File: config.mk
export PLATFORM = sky130hd
export DESIGN_NAME = elevator_batch_disk_scheduler_core
export DESIGN_NICKNAME = d
export VERILOG_FILES = /design/src/rtl/ebds_pkg.sv /design/src/rtl/ebds_ctrl.sv /design/src/rtl/ebds_datapath.sv /design/src/rtl/elevator_batch_disk_scheduler_core.sv
export SDC_FILE = /design/constraint.sdc
export NUM_CORES = 2
export LEC_CHECK = 0
export BUFFER_PORTS_ARGS = -buffer_cell sky130_fd_sc_hd__buf_2
export CAP_MARGIN = 30
export CORE_MARGIN = 2
export CORE_UTILIZATION = 62
export DETAILED_ROUTE_END_ITERATION = 6
export PLACE_DENSITY = 0.77
export SKIP_CTS_REPAIR_TIMING = 1
export SLEW_MARGIN = 20
export SYNTH_ARGS = -nofsm -noshare
export SYNTH_HDL_FRONTEND = slang
export SYNTH_SLANG_ARGS = --single-unit
File: constraint.sdc
create_clock -name i_clk -period 6.6 [get_ports i_clk]
set_clock_uncertainty 0.05 [all_clocks]
set_input_delay 0.99 -clock i_clk [delete_from_list [all_inputs] [get_ports i_clk]]
set_output_delay 0.99 -clock i_clk [all_outputs]
set_load 0.1 [all_outputs]
File: src/rtl/ebds_pkg.sv
`timescale 1ns / 1ps
// Shared constants and controller/datapath interface types for the elevator
// batch disk scheduler. No dependencies.
package ebds_pkg;

    localparam int QUEUE_DEPTH = 64;
    localparam int ADDR_W      = (QUEUE_DEPTH > 1) ? $clog2(QUEUE_DEPTH) : 1;
    localparam int CNT_W       = $clog2(QUEUE_DEPTH + 1);
    localparam int LOC_W       = 30;
    localparam int PID_W       = 30;
    localparam int KEY_W       = LOC_W + PID_W;
    localparam int TIME_W      = 32;
    localparam int SVC_W       = 16;
    localparam logic [SVC_W-1:0] SVC_RESET = 16'd5;

    localparam logic OP_ENQUEUE = 1'b0;
    localparam logic OP_DRAIN   = 1'b1;

    localparam logic REG_SERVICE_TIME = 1'b0;

    typedef struct packed {
        logic enq;
        logic drain_empty;
        logic drain_start;
        logic scan_step;
        logic emit;
    } t_cmd;

    typedef struct packed {
        logic count_zero;
        logic scan_last;
        logic emit_last;
    } t_status;

endpackage

File: src/rtl/ebds_ctrl.sv
`timescale 1ns / 1ps
// Sequencer for the scheduler: accepts commands and steps the datapath
// through repeated scan and emit phases. Depends on ebds_pkg.
module ebds_ctrl (
    input  logic             i_clk,
    input  logic             i_rst_n,
    input  logic             start,
    input  logic             i_op,
    input  ebds_pkg::t_status i_status,
    output ebds_pkg::t_cmd   o_cmd,
    output logic             busy
);
    import ebds_pkg::*;

    localparam logic [1:0] S_IDLE = 2'd0;
    localparam logic [1:0] S_SCAN = 2'd1;
    localparam logic [1:0] S_TAIL = 2'd2;
    localparam logic [1:0] S_EMIT = 2'd3;

    logic [1:0] r_state;
    logic [1:0] n_state;

    always_ff @(posedge i_clk) begin
        if (!i_rst_n) begin
            r_state <= S_IDLE;
        end else begin
            r_state <= n_state;
        end
    end

    always_comb begin
        n_state = r_state;
        o_cmd   = '0;
        case (r_state)
            S_IDLE: begin
                if (start) begin
                    if (i_op == OP_ENQUEUE) begin
                        o_cmd.enq = 1'b1;
                    end else if (i_status.count_zero) begin
                        o_cmd.drain_empty = 1'b1;
                    end else begin
                        o_cmd.drain_start = 1'b1;
                        n_state = S_SCAN;
                    end
                end
            end
            S_SCAN: begin
                o_cmd.scan_step = 1'b1;
                if (i_status.scan_last) begin
                    n_state = S_TAIL;
                end
            end
            // The last read entry is compared in this cycle.
            S_TAIL: begin
                n_state = S_EMIT;
            end
            S_EMIT: begin
                o_cmd.emit = 1'b1;
                n_state = i_status.emit_last ? S_IDLE : S_SCAN;
            end
            default: begin
                n_state = S_IDLE;
            end
        endcase
    end

    assign busy = (r_state != S_IDLE);

endmodule

File: src/rtl/ebds_datapath.sv
`timescale 1ns / 1ps
// Request memory, scan with one shared key comparator, time accumulator and
// result registers. Depends on ebds_pkg.
module ebds_datapath (
    input  logic                           i_clk,
    input  logic                           i_rst_n,
    input  ebds_pkg::t_cmd                 i_cmd,
    input  logic [ebds_pkg::LOC_W-1:0]     i_location,
    input  logic [ebds_pkg::PID_W-1:0]     i_process_id,
    input  logic [ebds_pkg::TIME_W-1:0]    i_start_time,
    input  logic [ebds_pkg::SVC_W-1:0]     i_service_time,
    output ebds_pkg::t_status              o_status,
    output logic                           o_valid,
    output logic [ebds_pkg::PID_W-1:0]     o_served_process,
    output logic [ebds_pkg::LOC_W-1:0]     o_served_location,
    output logic [ebds_pkg::TIME_W-1:0]    o_finish_time,
    output logic                           o_last,
    output logic                           o_dropped_any
);
    import ebds_pkg::*;

    logic [KEY_W-1:0]       r_mem [QUEUE_DEPTH];
    logic [CNT_W-1:0]       r_count;
    logic [CNT_W-1:0]       r_remaining;
    logic                   r_sweep_down;
    logic                   r_overflow;
    logic                   r_flag;
    logic [TIME_W-1:0]      r_time;
    logic [QUEUE_DEPTH-1:0] r_served;
    logic [ADDR_W-1:0]      r_idx;
    logic [KEY_W-1:0]       r_rd_data;
    logic [ADDR_W-1:0]      r_rd_idx;
    logic                   r_rd_vld;
    logic [KEY_W-1:0]       r_best;
    logic [ADDR_W-1:0]      r_best_idx;
    logic                   r_best_vld;
    logic [TIME_W-1:0]      n_time;
    logic                   better;
    logic                   take;

    assign n_time = r_time + {{(TIME_W-SVC_W){1'b0}}, i_service_time};
    assign better = r_sweep_down ? (r_rd_data > r_best) : (r_rd_data < r_best);
    assign take   = r_rd_vld && !r_served[r_rd_idx] && (!r_best_vld || better);

    assign o_status.count_zero = (r_count == '0);
    assign o_status.scan_last  = ({1'b0, r_idx} == (r_count - CNT_W'(1)));
    assign o_status.emit_last  = (r_remaining == CNT_W'(1));

    // Memory: one write port for enqueue, one registered read port for the scan.
    always_ff @(posedge i_clk) begin
        if (i_cmd.enq && (r_count != CNT_W'(QUEUE_DEPTH))) begin
            r_mem[r_count[ADDR_W-1:0]] <= {i_location, i_process_id};
        end
        if (i_cmd.scan_step) begin
            r_rd_data <= r_mem[r_idx];
        end
    end

    always_ff @(posedge i_clk) begin
        if (!i_rst_n) begin
            r_count      <= '0;
            r_remaining  <= '0;
            r_sweep_down <= 1'b0;
            r_overflow   <= 1'b0;
            r_rd_vld     <= 1'b0;
            r_best_vld   <= 1'b0;
            r_idx        <= '0;
            r_served     <= '0;
            o_valid      <= 1'b0;
        end else begin
            r_rd_vld <= i_cmd.scan_step;
            o_valid  <= i_cmd.emit;
            if (i_cmd.enq) begin
                if (r_count != CNT_W'(QUEUE_DEPTH)) begin
                    r_count <= r_count + CNT_W'(1);
                end else begin
                    r_overflow <= 1'b1;
                end
            end
            if (i_cmd.drain_empty) begin
                r_sweep_down <= !r_sweep_down;
                r_overflow   <= 1'b0;
            end
            if (i_cmd.drain_start) begin
                r_remaining <= r_count;
                r_served    <= '0;
                r_idx       <= '0;
                r_best_vld  <= 1'b0;
            end
            if (i_cmd.scan_step) begin
                r_idx <= r_idx + ADDR_W'(1);
            end
            if (take) begin
                r_best_vld <= 1'b1;
            end
            if (i_cmd.emit) begin
                r_served[r_best_idx] <= 1'b1;
                r_remaining          <= r_remaining - CNT_W'(1);
                r_idx                <= '0;
                r_best_vld           <= 1'b0;
                if (r_remaining == CNT_W'(1)) begin
                    r_count      <= '0;
                    r_sweep_down <= !r_sweep_down;
                    r_overflow   <= 1'b0;
                end
            end
        end
    end

    // Payload registers.
    always_ff @(posedge i_clk) begin
        if (i_cmd.scan_step) begin
            r_rd_idx <= r_idx;
        end
        if (take) begin
            r_best     <= r_rd_data;
            r_best_idx <= r_rd_idx;
        end
        if (i_cmd.drain_start) begin
            r_time <= i_start_time;
            r_flag <= r_overflow;
        end
        if (i_cmd.emit) begin
            r_time            <= n_time;
            o_finish_time     <= n_time;
            o_served_location <= r_best[KEY_W-1:PID_W];
            o_served_process  <= r_best[PID_W-1:0];
            o_last            <= (r_remaining == CNT_W'(1));
            o_dropped_any     <= r_flag;
        end
    end

endmodule

File: src/rtl/elevator_batch_disk_scheduler_core.sv
`timescale 1ns / 1ps
// Top level of the elevator batch disk scheduler: APB register, controller
// and datapath. Depends on ebds_pkg, ebds_ctrl and ebds_datapath.

// An enqueue beat keeps busy low. A drain beat with N pending requests gives
// N results in turn: each result needs a full pass over the N stored requests
// through the single read port of the request memory and one key comparator,
// then a tail step to finish the last compare and an emit step. A drain of an
// empty store gives no result. Results appear on the o_ ports for exactly one
// cycle with o_valid high and cannot be held off; the next beat may be started
// while the final result of a drain is still on the ports.
module elevator_batch_disk_scheduler_core (
    input  logic                        i_clk,
    input  logic                        i_rst_n,
    input  logic                        start,
    output logic                        busy,
    input  logic                        i_op,
    input  logic [ebds_pkg::LOC_W-1:0]  i_location,
    input  logic [ebds_pkg::PID_W-1:0]  i_process_id,
    input  logic [ebds_pkg::TIME_W-1:0] i_start_time,
    output logic                        o_valid,
    output logic [ebds_pkg::PID_W-1:0]  o_served_process,
    output logic [ebds_pkg::LOC_W-1:0]  o_served_location,
    output logic [ebds_pkg::TIME_W-1:0] o_finish_time,
    output logic                        o_last,
    output logic                        o_dropped_any,
    input  logic                        psel,
    input  logic                        penable,
    input  logic                        pwrite,
    input  logic [2:0]                  paddr,
    input  logic [31:0]                 pwdata,
    output logic [31:0]                 prdata,
    output logic                        pready
);
    import ebds_pkg::*;

    logic [SVC_W-1:0] r_service_time;
    t_cmd             cmd;
    t_status          status;

    assign pready = 1'b1;
    assign prdata = (paddr[2] == REG_SERVICE_TIME) ?
                    {{(32-SVC_W){1'b0}}, r_service_time} : 32'd0;

    always_ff @(posedge i_clk) begin
        if (!i_rst_n) begin
            r_service_time <= SVC_RESET;
        end else if (psel && penable && pwrite && (paddr[2] == REG_SERVICE_TIME)) begin
            r_service_time <= pwdata[SVC_W-1:0];
        end
    end

    ebds_ctrl u_ctrl (
        .i_clk    (i_clk),
        .i_rst_n  (i_rst_n),
        .start    (start),
        .i_op     (i_op),
        .i_status (status),
        .o_cmd    (cmd),
        .busy     (busy)
    );

    ebds_datapath u_datapath (
        .i_clk             (i_clk),
        .i_rst_n           (i_rst_n),
        .i_cmd             (cmd),
        .i_location        (i_location),
        .i_process_id      (i_process_id),
        .i_start_time      (i_start_time),
        .i_service_time    (r_service_time),
        .o_status          (status),
        .o_valid           (o_valid),
        .o_served_process  (o_served_process),
        .o_served_location (o_served_location),
        .o_finish_time     (o_finish_time),
        .o_last            (o_last),
        .o_dropped_any     (o_dropped_any)
    );

endmodule
# After elaboration in Yosys (flattened, before gate mapping)
# Memory sizes are Yosys's and may differ from the RTL's. A register that Yosys moved wholly into a read port is not among the register bits.
# Index checks and enable logic that the tools add are counted.
# Widths: inputs -> output; s select.
[op_classes]
add_sub_neg = 5
reduce_logical = 19
magnitude_cmp = 5
n_bitwise = 3
muxes = 45
eq_ne = 10
[ops]
columns = ["operator", "count"]
rows = [
  ["$mux 64", 3],
  ["$mux 32", 2],
  ["$or 64x64->64", 1],
  ["$gt 60x60->1", 1],
  ["$lt 60x60->1", 1],
  ["$mux 7", 6],
  ["$add 32x16->32", 1],
  ["$mux 1", 21],
  ["$mux 16", 1],
  ["$lt 6x7->1 const B", 2],
  ["$sub 7x1->7 const B", 2],
  ["$mux 6", 2],
  ["$mux 2", 5],
  ["$ne 2x2->1 const B", 4],
  ["$pmux 2 s4", 1],
  ["$reduce_bool 2->1", 4],
  ["$add 7x1->7 const B", 1],
  ["$eq 6x7->1", 1],
  ["$eq 7x1->1 const B", 1],
  ["$logic_and 1x1->1", 7],
  ["$logic_not 7->1", 1],
  ["$ne 7x7->1 const B", 1],
  ["$add 6x1->6 const B", 1],
  ["$bmux 1 s6", 1],
  ["11 further kinds", 16],
]
[totals]
in_bits = 134
regBits = 306
n_memories = 1
ramBits = 3840
[mem_list]
columns = ["memory", "depth", "width", "rd", "rd_clocked_by_memory_dff", "wr", "line", "text"]
rows = [
  ["u_datapath.r_mem", 64, 60, 1, 1, 1, "ebds_datapath.sv:22", "logic [KEY_W-1:0] r_mem [QUEUE_DEPTH];"],
]

# Longest topological paths before layout
[depth]
depth_word = 9
ltp_mapped = 11

# Modules after synthesis
# Synthesis repeated with hierarchy kept, for this count alone.
[unflattened]
cells_unflattened = 6835
hier_area_um2 = 161518.7
[modules_own_cells]
columns = ["module", "area_each_um2", "cells_each", "seq_area_each_um2", "instances"]
rows = [
  ["ebds_datapath", 160393.8, 6702, 124869.8, 1],
  ["elevator_batch_disk_scheduler_core", 917.1, 106, 320.3, 1],
  ["ebds_ctrl", 207.7, 27, 40.0, 1],
]

# Worst setup path before layout
# Ideal clock, no wire load.
[synth_path]
kind = "reg2reg"
start = "register u_datapath.r_rd_data[26] (read register of u_datapath.r_mem)"
end = "register u_datapath.r_best[0] (enable)"
t_arrival_ns = 5.266
n_path_buf = 0
stages_incl_launch_ff = 9
synth_period_minus_slack_ns = 5.846
path_slack_ns = 0.754
required_time_ns = 6.020
setup_time_ns = 0.530
path_cell_list = "edfxtp_1 > ha_1 > nand4_1 > nor4_1 > a221oi_1 > a31oi_1 > nor3_1 > a21o_1 > a31oi_1"
[synth_via]
elab_chain_len = 4
word_cells_on_any_way = 5
classes_between = "order compare: 2; mux: 1; reduce/logical: 2"
[synth_rtl]
columns = ["element", "line", "text"]
rows = [
  ["from (decl)", "ebds_datapath.sv:31", "logic [KEY_W-1:0] r_rd_data;"],
  ["$lt 60x60->1 or $gt 60x60->1 (tied branches)", "ebds_datapath.sv:42", "assign better = r_sweep_down ? (r_rd_data > r_best) : (r_rd_data < r_best);"],
  ["$mux 1 *", "ebds_datapath.sv:42", ""],
  ["$logic_or 1x1->1 *", "ebds_datapath.sv:43", "assign take = r_rd_vld && !r_served[r_rd_idx] && (!r_best_vld || better);"],
  ["$logic_and 1x1->1 *", "ebds_datapath.sv:43", ""],
  ["named net u_datapath.take", "ebds_datapath.sv:39", "logic take;"],
  ["to (signal assigned)", "ebds_datapath.sv:116", "r_best <= r_rd_data;"],
  ["to (decl)", "ebds_datapath.sv:34", "logic [KEY_W-1:0] r_best;"],
]
# The timed path passes the listed nets; every way through them passes the cells marked *.
# A chain may end at the register's enable or synchronous reset.

# Worst setup path after layout
[layout_path]
start = "register u_datapath.r_best[42]"
end = "register u_datapath.r_best[30] (enable)"
[layout_via]
elab_chain_len = 4
word_cells_on_any_way = 5
classes_between = "order compare: 2; mux: 1; reduce/logical: 2"
[layout_rtl]
columns = ["element", "line"]
rows = [
  ["$lt 60x60->1 or $gt 60x60->1 (tied branches)", "ebds_datapath.sv:42"],
  ["$mux 1 *", "ebds_datapath.sv:42"],
  ["$logic_or 1x1->1 *", "ebds_datapath.sv:43"],
  ["$logic_and 1x1->1 *", "ebds_datapath.sv:43"],
  ["named net u_datapath.take", "ebds_datapath.sv:39"],
]
# Marks and branches as above.

==> run_results.csv <==
group,metric,value,unit
clock_network,cts_made_buffers,403,
power_and_ir_drop,sw_frac_of_total,22.88,%
cells_and_area,area_growth,12.94,%
logic_synthesis,synth-seq-area-share,77.55,%
power_and_ir_drop,powerDensity,319.7,nW/µm²
logic_synthesis,synthArstFlopShare,0,%
cells_and_area,ff_latch_area,125300,µm²
min_path,min_path_type,"input pin to register",
clock_network,path_clk_slew,0.06,ns
logic_synthesis,syn-mean-instance-area,23.78,µm²
power_and_ir_drop,cell_internal_pwr,44.98,mW
timing,finalCritPeriodShare,73.91,%
cells_and_area,final_common_cell,"edfxtp_1",
setup_path,critPathMaxFanout,66,
setup_path,r2r-end,"u_datapath.r_best[30]",
logic_synthesis,synth-seq-cells,4206,
setup_path,cp-endpoint,"u_datapath.r_best[30]",
power_and_ir_drop,leakage,55.75,nW
clock_network,htree_levels,5,
cells_and_area,fill_cells,13783,
cells_and_area,drive_gt1_share,31.87,%
setup_path,critical_path_class,"register to register",
detailed_routing,drt_iter0_drc,14723,
clock_network,clock-sinks,4206,
power_and_ir_drop,clock_power_share,39.4,%
logic_synthesis,synthFlopType,"edfxtp_1",
placed_design,pre_cts_slack,2.215,ns
detailed_routing,first_pass_iters,7,
cells_and_area,multiInputGateArea,34980,µm²
cells_and_area,nets,7573,
logic_synthesis,yosysUniqueCellTypes,68,
global_routing,first_global_vias,82080,
logic_synthesis,synth_top_cell_by_area,"edfxtp_1",
detailed_routing,drc,17,
detailed_routing,num_vias,82591,
setup_path,rrSetupSlack,1.72,ns
flow_run,maxCapViolCount,0,
status,violations,"DRC",
setup_path,worstRegToRegCells,11,
floorplanning,start_util,62.29,%
setup_path,timing.rr.start,"u_datapath.r_best[42]",
setup_path,critPathLaunchType,"register",
floorplanning,die_h,514.4,µm
floorplanning,num_io_pins,263,
timing,layout_min_cycle_time,4.878,ns
clock_network,clk_latency,0.93,ns
setup_path,crit_start,"u_datapath.r_best[42]",
clock_network,cts-root-buf,"clkbuf_16",
power_and_ir_drop,pwr-share-comb,9.5,%
timing,worst_slack,1.722,ns
timing,fmax,0.2050,GHz
setup_path,critPathCaptureType,"register",
setup_path,cp.required,7.10,ns
detailed_routing,drt-vias-per-instance,7.444,
setup_path,crit_arrival,5.37,ns
placed_design,io_buffers,227,
clock_network,cts_buffer_depth,4,
logic_synthesis,ys_warn_count,0,
min_path,holdCritStartpoint,"pwdata[0]",
floorplanning,die_w,514.4,µm
global_routing,grt_max_degree,133,
power_and_ir_drop,seq_power_share,51.0,%
logic_synthesis,postSynthCellCount,6792,
global_routing,grt_pass1_wl,643300,µm
placed_design,gp_congestion,0.8199,
floorplanning,rows,187,
timing,worstMarginPinSlew,1.177,ns
timing,rsz0062_at_grt,"no",
logic_synthesis,synth_edf_count,4099,
cells_and_area,final_cell_mix,"edfxtp_1, mux4_2, clkbuf_16",
timing,final_hold_viol_count,0,
timing,finalSetupViolCount,0,
status,status,"complete, but fails checks",
detailed_routing,postRouteAntennaNets,0,
floorplanning,dieArea,264600,µm²
placed_design,dp.final_hpwl,219100,µm
timing,maxSlewViolCount,0,
detailed_routing,wire_per_inst,41.86,µm
timing,slew_headroom,21.33,%
power_and_ir_drop,ir_drop,0.0002808,V
global_routing,grt_overflow_total,0,
logic_synthesis,synth_top_area_share,76.22,%
floorplanning,core_area,259200,µm²
detailed_routing,wirelength,464500,µm
timing,tns,0,ns
logic_synthesis,synthTopCellsByArea,"edfxtp_1, mux4_2, dfxtp_1",
global_routing,antenna_found_initial,34,
logic_synthesis,netlist_area,161500,µm²
global_routing,grt_usage,35.19,%
power_and_ir_drop,switching_power,13.34,mW
clock_network,cts_tree,"yes",
==> logic make-up (layout without fill, tap and decap cells) <==
| group | count (synthesis) | after routing | synth area share [%] |
|---|---|---|---|
| AO/OA/AOI/OAI | 238 | 238 | 1.006 |
| XOR/XNOR | 33 | 33 | 0.1790 |
| adder cells (fa/ha/maj) | 86 | 86 | 0.6710 |
| buffers and inverters | 440 | 1302 | 1.164 |
| flip-flops | 4206 | 4206 | 77.55 |
| multiplexers | 1326 | 1326 | 18.01 |
| other | 2 | 41 | 0.004650 |
| AND/OR/NAND/NOR | 461 | 461 | 1.418 |
==> registers in the layout (all words and copies together) (netlist names), 2 cells and up <==
signal                        count
r_service_time                   16
u_datapath.r_best_idx             6
u_datapath.r_remaining            7
u_datapath.r_time                32
u_datapath.r_served              64
u_datapath.r_mem               3840
u_datapath.o_finish_time         32
u_datapath.o_served_process      30
u_ctrl.r_state                    2
u_datapath.r_idx                  6
u_datapath.r_count                7
u_datapath.r_rd_data             60
u_datapath.r_best                60
u_datapath.r_rd_idx               6
u_datapath.o_served_location     30
==> metrics by stage <==
| stage | instances | cell area, µm² | hold slack (ns) | power [mW] | util [%] |
|---|---|---|---|---|---|
| 2_1_floorplan | 6807 | 161500 | 0.3503 | 34.10 | - |
| 3_3_place_gp | 10283 | 168300 | 0.3845 | 35.50 | 64.91 |
| 3_5_place_dp | 10295 | 168500 | 0.3830 | 35.65 | 64.99 |
| 4_1_cts | 11016 | 181200 | 0.1850 | 58.33 | 69.90 |
| 5_1_grt | 11083 | 182400 | 0.2205 | 59.54 | 70.34 |
| 6_report | 11095 | 182400 | 0.2372 | 58.32 | 70.36 |
==> synthesized netlist by cell type (all sizes together), types with 40 or more instances <==
master  number
inv         80
nor2b       93
a22oi       65
nand2      102
clkbuf     189
edfxtp    4099
nor2       129
ha          85
dfxtp      107
o21ai       42
buf        171
mux2        40
mux4      1260
a21oi       40
==> how the worst min path moves through the flow <==
stage                                             to  cells past startpoint
finish                             r_service_time[0]                      3
global route                       r_service_time[0]                      3
CTS                                r_service_time[0]                      3
detailed placement  u_datapath.o_served_location[25]                      0
global placement    u_datapath.o_served_location[27]                      0
floorplan                   u_datapath.o_dropped_any                      0
==> worst max-delay path: stages (launching register included) <==
cell	delay [ns]
edfxtp_1	0.38
inv_1	0.07
ha_1	0.33
nand4_1	0.29
nor4_2	0.74
nand3_1	0.69
a31oi_1	0.51
buf_4	0.25
nor3_2	0.17
a21o_1	0.29
a31oi_4	0.19
buf_12	0.41
==> routing by layer <==
layer	GRT usage (%)	vias to the layer above	part of all wire [%]
li1	-	30171	-
met1	45.96	42983	32
met2	55.95	7892	48
met3	8.893	1523	13
met4	17.54	22	6.2
met5	0	-	0.031
==> layout make-up <==
class / count / share of cell area [%]
flip-flops and latches: 4206 / 68.67
multi-input cells: 2161 / 19.18
clock buffers: 491 / 5.854
repair buffers: 501 / 2.637
well taps: 3402 / 2.334
clock inverters: 230 / 1.124
inverters: 80 / 0.1646
diodes: 24 / 0.03293
==> power by group through the flow <==
stage | Clock [mW] | Sequential [mW] | Combinational, mW
6_report | 23.0 | 29.8 | 5.57
5_1_grt | 23.9 | 29.8 | 5.85
4_1_cts | 23.0 | 29.8 | 5.51
3_5_place_dp | 0 | 30.3 | 5.30
3_3_place_gp | 0 | 30.3 | 5.17
2_1_floorplan | 0 | 30.3 | 3.85
Power figures use the tool's default switching activity.
